<file path="src/rtl/bpse_pkg.sv">
// ----------------------------------------------------------------------------
// bpse_pkg
// Shared constants, queue entry type and rounding helper for the bicubic
// patch surface evaluator.
// ----------------------------------------------------------------------------
package bpse_pkg;

  localparam int MAX_PATCHES = 8;
  localparam int COORD_BITS  = 32;
  localparam int FRAC_BITS   = 16;
  localparam int DERIV_BITS  = COORD_BITS + 8;
  localparam int GRID_DIM    = 3 * MAX_PATCHES + 1;
  localparam int GRID_CELLS  = GRID_DIM * GRID_DIM;
  localparam int ADDR_W      = $clog2(GRID_CELLS);
  localparam int IDX_W       = $clog2(MAX_PATCHES);
  localparam int PAR_W       = FRAC_BITS + 1;
  localparam int CNT_W       = 4;
  localparam int BAS_W       = FRAC_BITS + 2;  // signed basis 0..1.0
  localparam int DB_W        = FRAC_BITS + 4;  // signed derivative basis
  localparam int WT_W        = FRAC_BITS + 4;  // signed weight
  localparam int MW          = 48;             // working width for products
  localparam int ACC_W       = 64;
  localparam int PT_W        = 3 * COORD_BITS;
  localparam int QDEPTH      = 2;

  localparam logic [PAR_W-1:0] ONE_FX = PAR_W'(1) << FRAC_BITS;
  localparam logic signed [MW-1:0] HALF_MW = MW'(1) <<< (FRAC_BITS - 1);

  // Item kinds carried in tuser
  localparam logic ACT_WRITE = 1'b0;
  localparam logic ACT_EVAL  = 1'b1;

  // Configuration register indexes
  localparam logic CFG_PATCH_U = 1'b0;
  localparam logic CFG_PATCH_V = 1'b1;

  typedef struct packed {
    logic                          is_eval;
    logic [ADDR_W-1:0]             waddr;
    logic [PT_W-1:0]               pt;      // z, y, x from high to low
    logic [IDX_W-1:0]              iu;
    logic [IDX_W-1:0]              iv;
    logic [3:0]                    nu;
    logic [3:0]                    nv;
    logic [3:0][BAS_W-1:0]         bu;
    logic [3:0][DB_W-1:0]          du;
    logic [3:0][BAS_W-1:0]         bv;
    logic [3:0][DB_W-1:0]          dv;
  } bpse_entry_t;

  // Round to nearest, ties up: floor((x + half) / 2^F)
  function automatic logic signed [MW-1:0] rnd_fx(input logic signed [MW-1:0] x);
    logic signed [MW-1:0] y;
    y = x + HALF_MW;
    return y >>> FRAC_BITS;
  endfunction

endpackage

</file>
<file path="src/rtl/bpse_fifo.sv">
// ----------------------------------------------------------------------------
// bpse_fifo
// Short queue of classified items between the front and back parts.
// ----------------------------------------------------------------------------
module bpse_fifo (
  input  logic                  clk,
  input  logic                  rst,
  input  logic                  push,
  input  bpse_pkg::bpse_entry_t push_data,
  output logic                  full,
  input  logic                  pop,
  output logic                  not_empty,
  output bpse_pkg::bpse_entry_t head
);
  import bpse_pkg::*;

  localparam int PW = $clog2(QDEPTH);

  bpse_entry_t         slots [QDEPTH];
  logic [PW-1:0]       wr_ptr;
  logic [PW-1:0]       rd_ptr;
  logic [PW:0]         count;

  assign full      = (count == (PW+1)'(QDEPTH));
  assign not_empty = (count != '0);
  assign head      = slots[rd_ptr];

  // storage
  always_ff @(posedge clk) begin
    if (push) begin
      slots[wr_ptr] <= push_data;
    end
  end

  // pointers and fill level
  always_ff @(posedge clk) begin
    if (rst) begin
      wr_ptr <= '0;
      rd_ptr <= '0;
      count  <= '0;
    end else begin
      if (push) wr_ptr <= wr_ptr + 1'b1;
      if (pop)  rd_ptr <= rd_ptr + 1'b1;
      count <= count + (PW+1)'(push) - (PW+1)'(pop);
    end
  end

endmodule

</file>
<file path="config.mk">
export PLATFORM = sky130hd
export DESIGN_NAME = bpse_fifo
export DESIGN_NICKNAME = d
export VERILOG_FILES = /design/src/rtl/bpse_pkg.sv /design/src/rtl/bpse_fifo.sv
export SDC_FILE = /design/constraint.sdc
export NUM_CORES = 1
export LEC_CHECK = 0
export ABC_AREA = 1
export BUFFER_PORTS_ARGS = -buffer_cell sky130_fd_sc_hd__buf_4
export CAP_MARGIN = 20
export CORE_AREA = 3 3 336 338
export CTS_BUF_LIST = sky130_fd_sc_hd__clkbuf_8
export DETAILED_ROUTE_END_ITERATION = 6
export DIE_AREA = 0 0 339 341
export REMOVE_ABC_BUFFERS = 1
export SYNTH_ARGS = -nofsm -noshare
export SYNTH_HDL_FRONTEND = slang
export SYNTH_SLANG_ARGS = --single-unit
</file>
<file path="constraint.sdc">
create_clock -name clk -period 56.7 [get_ports clk]
set_input_delay 8.505 -clock clk [delete_from_list [all_inputs] [get_ports clk]]
set_output_delay 8.505 -clock clk [all_outputs]
set_load 0.01 [all_outputs]
</file>
==> reports/qor.yml, run 1 <==
cts_hold_buffers: 0
clk_latency_ns: 0.80
required_ns: 48.19
cpPeakStageDelay_ns: 0.86
end_kind: "output port"
ioPinCount: 856
yosysUniqueCellTypes: 16
antenna_found_initial: 5
fp.dieW_microns: 339
io_buffer_count: 855
cts-htree-levels: 4
p_leak_nw: 16.21
slowest_stage: "dfxtp_4"
drt-total-wl_mm: 79.18
cp_cell_sequence: "buf_4 > buf_4 > buf_4 > mux2_2 > buf_4"
p_total_w: 0.001448
gp_congestion: 0.8380
start_util_pct: 28.74
crit_path_frequent_cell: "buf_4"
area_delta_synth_final_pct: 33.94
worstPathArrival_ns: 4.95
num-nets-final: 2755
root_buffer: "clkbuf_8"
via_per_inst: 4.160
crit_fanout: 58
drive_gt1_share_pct: 58.89
place_hpwl_mm: 56.42
period_needed_ns: 13.46
finalSetupViolations: 0
cts_buffers: 143
cts_sinks: 855
cp_top_family: "buffers and inverters"
grt_max_degree: 158
cts_tree: "done"
crit_type: "register to output port"
fmax_mhz: 74.30
yosys_warnings: 0
core-area_sq_um: 110400
ys_ff_latch: 855
post_drt_wl_per_cell_microns: 20.20
cp.buffers_inverters: 4
post_cts_buffers: 0
routed-via-count: 16310
die_y_microns: 341
hold_class: "register to register"
drt_first_pass_iters: 5
cap_viol_max_count: 0
rsz0062_at_grt: "false"
startpoint_type: "register"
peakVddDrop_v: 0.00002448
power.density_nw_per_um2: 34.07
status: "finished clean"
slew_headroom_pct: 26.89
grt_pass1_wl_mm: 113.8
rows: 122
overflow: 0
timing.final.crit_share_pct: 23.74
slew_violations: 0
dieArea_sq_um: 115600
tightest_slew_ns: 1.097
clk_path_buf_depth: 3
drt_iter0_markers: 682
fin_tns_setup_ns: 0
hold_viol: 0
syn_area_per_cell_sq_um: 23.45
cts_resized: 0
syn_inst: 1353
grt_usage_pct: 13.15
postRouteAntennaNets: 0
first_global_vias: 18080
worst_clock_skew_ns: 0.03216
clkTransAtPathRegs_ns: 0.06
syn-cell-area_sq_um: 31720
route.detailed.drc: 0
seq_area_frac_synth_pct: 80.78
worst paths after layout:
| check | startpoint | to | slack (ns) | depth (start not counted) |
|---|---|---|---|---|
| worst max-delay path | register | head[38] | 43.24 | 5 |
| worst min-delay path | rd_ptr | rd_ptr | 0.52 | 2 |
| worst max register to register | wr_ptr | slots[1][243] | 52.59 | 5 |
| worst min register to register | rd_ptr | rd_ptr | 0.52 | 2 |
cell usage in the layout (no fill, tap or decap), types with 2 or more instances in the layout:
master	instances
inv_8	5
buf_4	871
clkinv_2	13
dfxtp_1	4
nand2_1	5
diode_2	2
ha_1	2
clkinvlp_4	4
inv_1	48
bufinv_16	9
mux2_2	175
edfxtp_1	850
nor2_1	6
mux2_4	200
clkinv_1	30
mux2_1	50
clkbuf_8	147
state kept, by name, indices dropped and copies added (netlist names), named ones only:
name    cells
wr_ptr      1
rd_ptr      1
count       2
slots     850
metrics by stage:
step	hold slack (ns)	util (%)	area, sq um	cells	setup slack (ns)
global route	0.5643	38.50	42490	3919	42.92
CTS	0.5255	38.47	42460	3917	43.08
floorplan	0.4799	-	31290	1306	29.18
global placement	0.4920	35.99	39720	3666	44.09
finish	0.5183	38.50	42490	3920	43.24
detailed placement	0.5052	35.99	39720	3666	44.01
power by group:
group | switching (W) | internal (W) | total [W]
clock network | 0.000240 | 0.000283 | 0.000523
registers | 0.0000104 | 0.000734 | 0.000744
logic | 0.0000830 | 0.0000973 | 0.000180
cells in the mapped netlist:
library cell,n,area (sq um)
nand2_1,5,18.77
mux2_2,175,1971
nor2_1,7,26.28
buf_6,28,315.3
dfxtp_1,5,100.1
ha_1,2,25.02
buf_2,8,40.04
edfxtp_1,850,25520
xnor2_1,1,8.760
nand3_1,1,5.000
a21oi_1,1,5.000
nor3_1,1,5.000
inv_1,8,30.03
mux2_1,50,563.0
mux2_4,200,3003
buf_4,11,82.58
routing by layer:
layer | routed length, microns | GRT usage [%]
met5 | 26 | 0
met4 | 2728 | 5.685
met3 | 7981 | 6.335
met2 | 40420 | 22.81
met1 | 28020 | 13.48
cell type report:
cell class	count	area [sq um]
Clock buffer	147	2023
Timing Repair Buffer	873	6586
Inverter	8	37.54
Antenna cell	2	5.005
Multi-Input combinational cell	443	5638
Sequential cell	855	25630
Clock inverter	104	710.7
Tap cell	1488	1862
Fill cell	10160	67870
logic make-up after synthesis:
group	Yosys count	share of synthesized area, %
DFF	855	80.78
muxes	425	17.45
adders and majority gates	2	0.07887
and+or+nand+nor	14	0.1735
buffers and inverters	55	1.475
AOI/OAI and AO/OA	1	0.01576
xor gates and xnor gates	1	0.02761
worst min-delay path, stage by stage, from the launching register on:
cell	delay, ns
dfxtp_1	0.32
xnor2_1	0.08
nor2_1	0.08
(Power assumes the default switching activity.)
==> run 2: changes to the inputs <==
ABC_AREA = 0   (was 1)
CORE_AREA = 3 3 328 330   (was 3 3 336 338)
DIE_AREA = 0 0 331 333   (was 0 0 339 341)
clock period = 12.7 ns   (was 56.7 ns; I/O delays follow)
==> reports/qor.yml, run 2 <==
status: "finished clean"  # unchanged
yosysTopAreaCell: "edfxtp_1"  # unchanged
grt_max_degree: 134  # was 158
clkTransAtPathRegs_ns: 0.06  # about the same
timing.final.crit_share_pct: 49.63
post_cts_buffers: 0  # unchanged
grt_pass1_wl_mm: 114.5  # was 113.8 mm
hold_viol: 0  # unchanged
worst_clock_skew_ns: 0.04307  # was 0.03216 ns
cap_viol_max_count: 0  # unchanged
overflow: 0  # unchanged
reg.largest.list: "slots: 850 flops, count: 2 flops"  # unchanged
clk_latency_ns: 0.80  # about the same
drt-total-wl_mm: 80.67  # was 79.18 mm
synth_edf_count: 850  # unchanged
num-nets-final: 2746  # was 2755
combPwrFrac_pct: 14.0  # was 12.5%
cts_resized: 0  # unchanged
postRouteAntennaNets: 0  # unchanged
route.detailed.drc: 0  # unchanged
synth_area_leaders: "edfxtp_1 80%, mux2_4 12%, mux2_2 6.2%, buf_6 0.99%, dfxtp_1 0.31%"  # was edfxtp_1 80%, mux2_4 9.5%, mux2_2 6.2%, mux2_1 1.8%, buf_6 0.99%
seq_area_frac_synth_pct: 80.38  # was 80.78%
p_seq_share_pct: 52.1  # was 51.4%
crit_fanout: 133  # was 58
p_leak_nw: 16.35  # was 16.21 nW
cts_tree: "done"  # unchanged
final_common_cell: "buf_4"  # unchanged
required_ns: 10.80  # was 48.19 ns
largest-register: "slots"  # unchanged
fmax_mhz: 158.7
worst_slack_ns: 6.397  # was 43.24 ns
place_hpwl_mm: 56.87  # was 56.42 mm
cts-htree-levels: 4  # unchanged
hold_class: "register to register"  # unchanged
p_sw_w: 0.001535  # was 0.0003337 W
routed-via-count: 16330  # was 16310
io_buffer_count: 855  # unchanged
p_int_w: 0.004889  # was 0.001114 W
worstPathArrival_ns: 4.40  # was 4.95 ns
syn_inst: 1343  # was 1353
async_flop_share_pct: 0  # unchanged
largest_reg_flops: 850  # unchanged
finalSetupViolations: 0  # unchanged
crit_type: "register to output port"  # unchanged
power.density_nw_per_um2: 151.3  # was 34.07 nW/um^2
startpoint_type: "register"  # unchanged
root_buffer: "clkbuf_8"  # unchanged
period_needed_ns: 6.303
slew_violations: 0  # unchanged
grt_usage_pct: 14.05  # was 13.15%
drt_iter0_markers: 758  # was 682
syn_area_per_cell_sq_um: 23.74  # was 23.45 sq um
synth_ff_type: "edfxtp_1"  # unchanged
p_clk_share_pct: 33.9  # was 36.1%
rsz0062_at_grt: "false"  # unchanged
fp.dieW_microns: 331  # was 339 microns
slew_headroom_pct: 26.22  # was 26.89%
area_delta_synth_final_pct: 33.14  # was 33.94%
antenna_found_initial: 13  # was 5
post_drt_wl_per_cell_microns: 21.10  # was 20.20 microns
cts_buffers: 146  # was 143
gp_congestion: 0.8266  # was 0.8380
yosysUniqueCellTypes: 15  # was 16
drt_first_pass_iters: 4  # was 5
clk_path_buf_depth: 3  # unchanged
layout_common_cells: "865 x buf_4, 850 x edfxtp_1, 250 x mux2_4"  # was 871 x buf_4, 850 x edfxtp_1, 200 x mux2_4
swShare_pct: 23.89  # was 23.05%
ys_ff_latch: 855  # unchanged
yosysTopAreaCellShare_pct: 80.06  # was 80.46%
place_ws_ns: 7.241  # was 44.01 ns
start_util_pct: 30.33  # was 28.74%
dieArea_sq_um: 110200  # was 115600 sq um
holdWs_ns: 0.5240  # was 0.5183 ns
cts_sinks: 855  # unchanged
fin_tns_setup_ns: 0  # unchanged
placed_area_sq_um: 39820  # was 39720 sq um
cts_hold_buffers: 0  # unchanged
first_global_vias: 17880  # was 18080
postLayoutCellArea_sq_um: 42440  # was 42490 sq um
ioPinCount: 856  # unchanged
end_kind: "output port"  # unchanged
rows: 119  # was 122
tightest_slew_ns: 1.107  # was 1.097 ns
peakVddDrop_v: 0.00009145  # was 0.00002448 V
syn-cell-area_sq_um: 31880  # was 31720 sq um
via_per_inst: 4.269  # was 4.160
die_y_microns: 333  # was 341 microns
drive_gt1_share_pct: 60.83  # was 58.89%
core-area_sq_um: 105100  # was 110400 sq um
yosysMostFrequentCell: "edfxtp_1"  # unchanged
yosys_warnings: 0  # unchanged
synth_commonest_cells: "850 x edfxtp_1, 250 x mux2_4, 175 x mux2_2"  # was 850 x edfxtp_1, 200 x mux2_4, 175 x mux2_2
-- run 2: cell types whose count changed after synthesis, moves of 5 or more --
cell     before  now
inv_1         8    2
mux2_4      200  250
buf_4        11    1
mux2_1       50    0
nand2_1       5    0
buf_2         8   18
-- run 2: through the flow --
step,utilization (%),power [W],std cells
floorplan,-,0.004114,1296
global placement,37.88,0.004293,3557
detailed placement,37.88,0.004314,3557
CTS,40.32,0.006532,3810
global route,40.37,0.006711,3822
finish,40.38,0.006423,3824
-- run 2: worst paths after layout --
| check | end | startpoint | cells past startpoint | slack [ns] |
|---|---|---|---|---|
| hold / removal | rd_ptr | rd_ptr | 2 | 0.52 |
| hold reg to reg | rd_ptr | rd_ptr | 2 | 0.52 |
| setup / recovery | head[107] | register | 5 | 6.40 |
| setup reg to reg | slots[0][47] | wr_ptr | 4 | 9.58 |
-- run 2: power by group through the flow --
stage | clock (W) | sequential, W | combinational (W)
2_1_floorplan | 0 | 0.00354 | 0.000578
3_3_place_gp | 0 | 0.00339 | 0.000899
3_5_place_dp | 0 | 0.00340 | 0.000911
4_1_cts | 0.00227 | 0.00335 | 0.000915
5_1_grt | 0.00240 | 0.00336 | 0.000955
6_report | 0.00218 | 0.00334 | 0.000899
-- run 2: cell type report --
cell class | instances | area [sq um]
Antenna cell | 13 | 32.53
Tap cell | 1391 | 1740
Inverter | 2 | 7.507
Multi-Input combinational cell | 439 | 5846
Fill cell | 9480 | 62670
Clock buffer | 151 | 2078
Timing Repair Buffer | 871 | 6621
Sequential cell | 855 | 25630
Clock inverter | 102 | 490.5
-- run 2: kinds of logic after synthesis --
| group | Yosys count | synth area share [%] |
|---|---|---|
| flops | 855 | 80.38 |
| mux | 425 | 17.96 |
| buf+inv | 49 | 1.319 |
| simple gates | 9 | 0.1452 |
| xor+xnor | 3 | 0.1256 |
| fa+ha+maj | 2 | 0.07848 |
-- run 2: metal layers --
metal	track usage [%]	part of all wire, %	vias to the layer above	wire (microns)
li1	-	-	7362	-
met1	14.33	34	8206	27760
met2	25.03	53	612	43030
met3	6.032	9.4	143	7581
met4	5.761	2.8	2	2292
met5	0	0.016	-	13
-- run 2: critical path, stage by stage (launching register included) --
cell and delay [ns]:
dfxtp_4 0.37, buf_4 0.76, buf_4 0.82, buf_12 0.64
mux2_2 0.44, buf_4 0.15
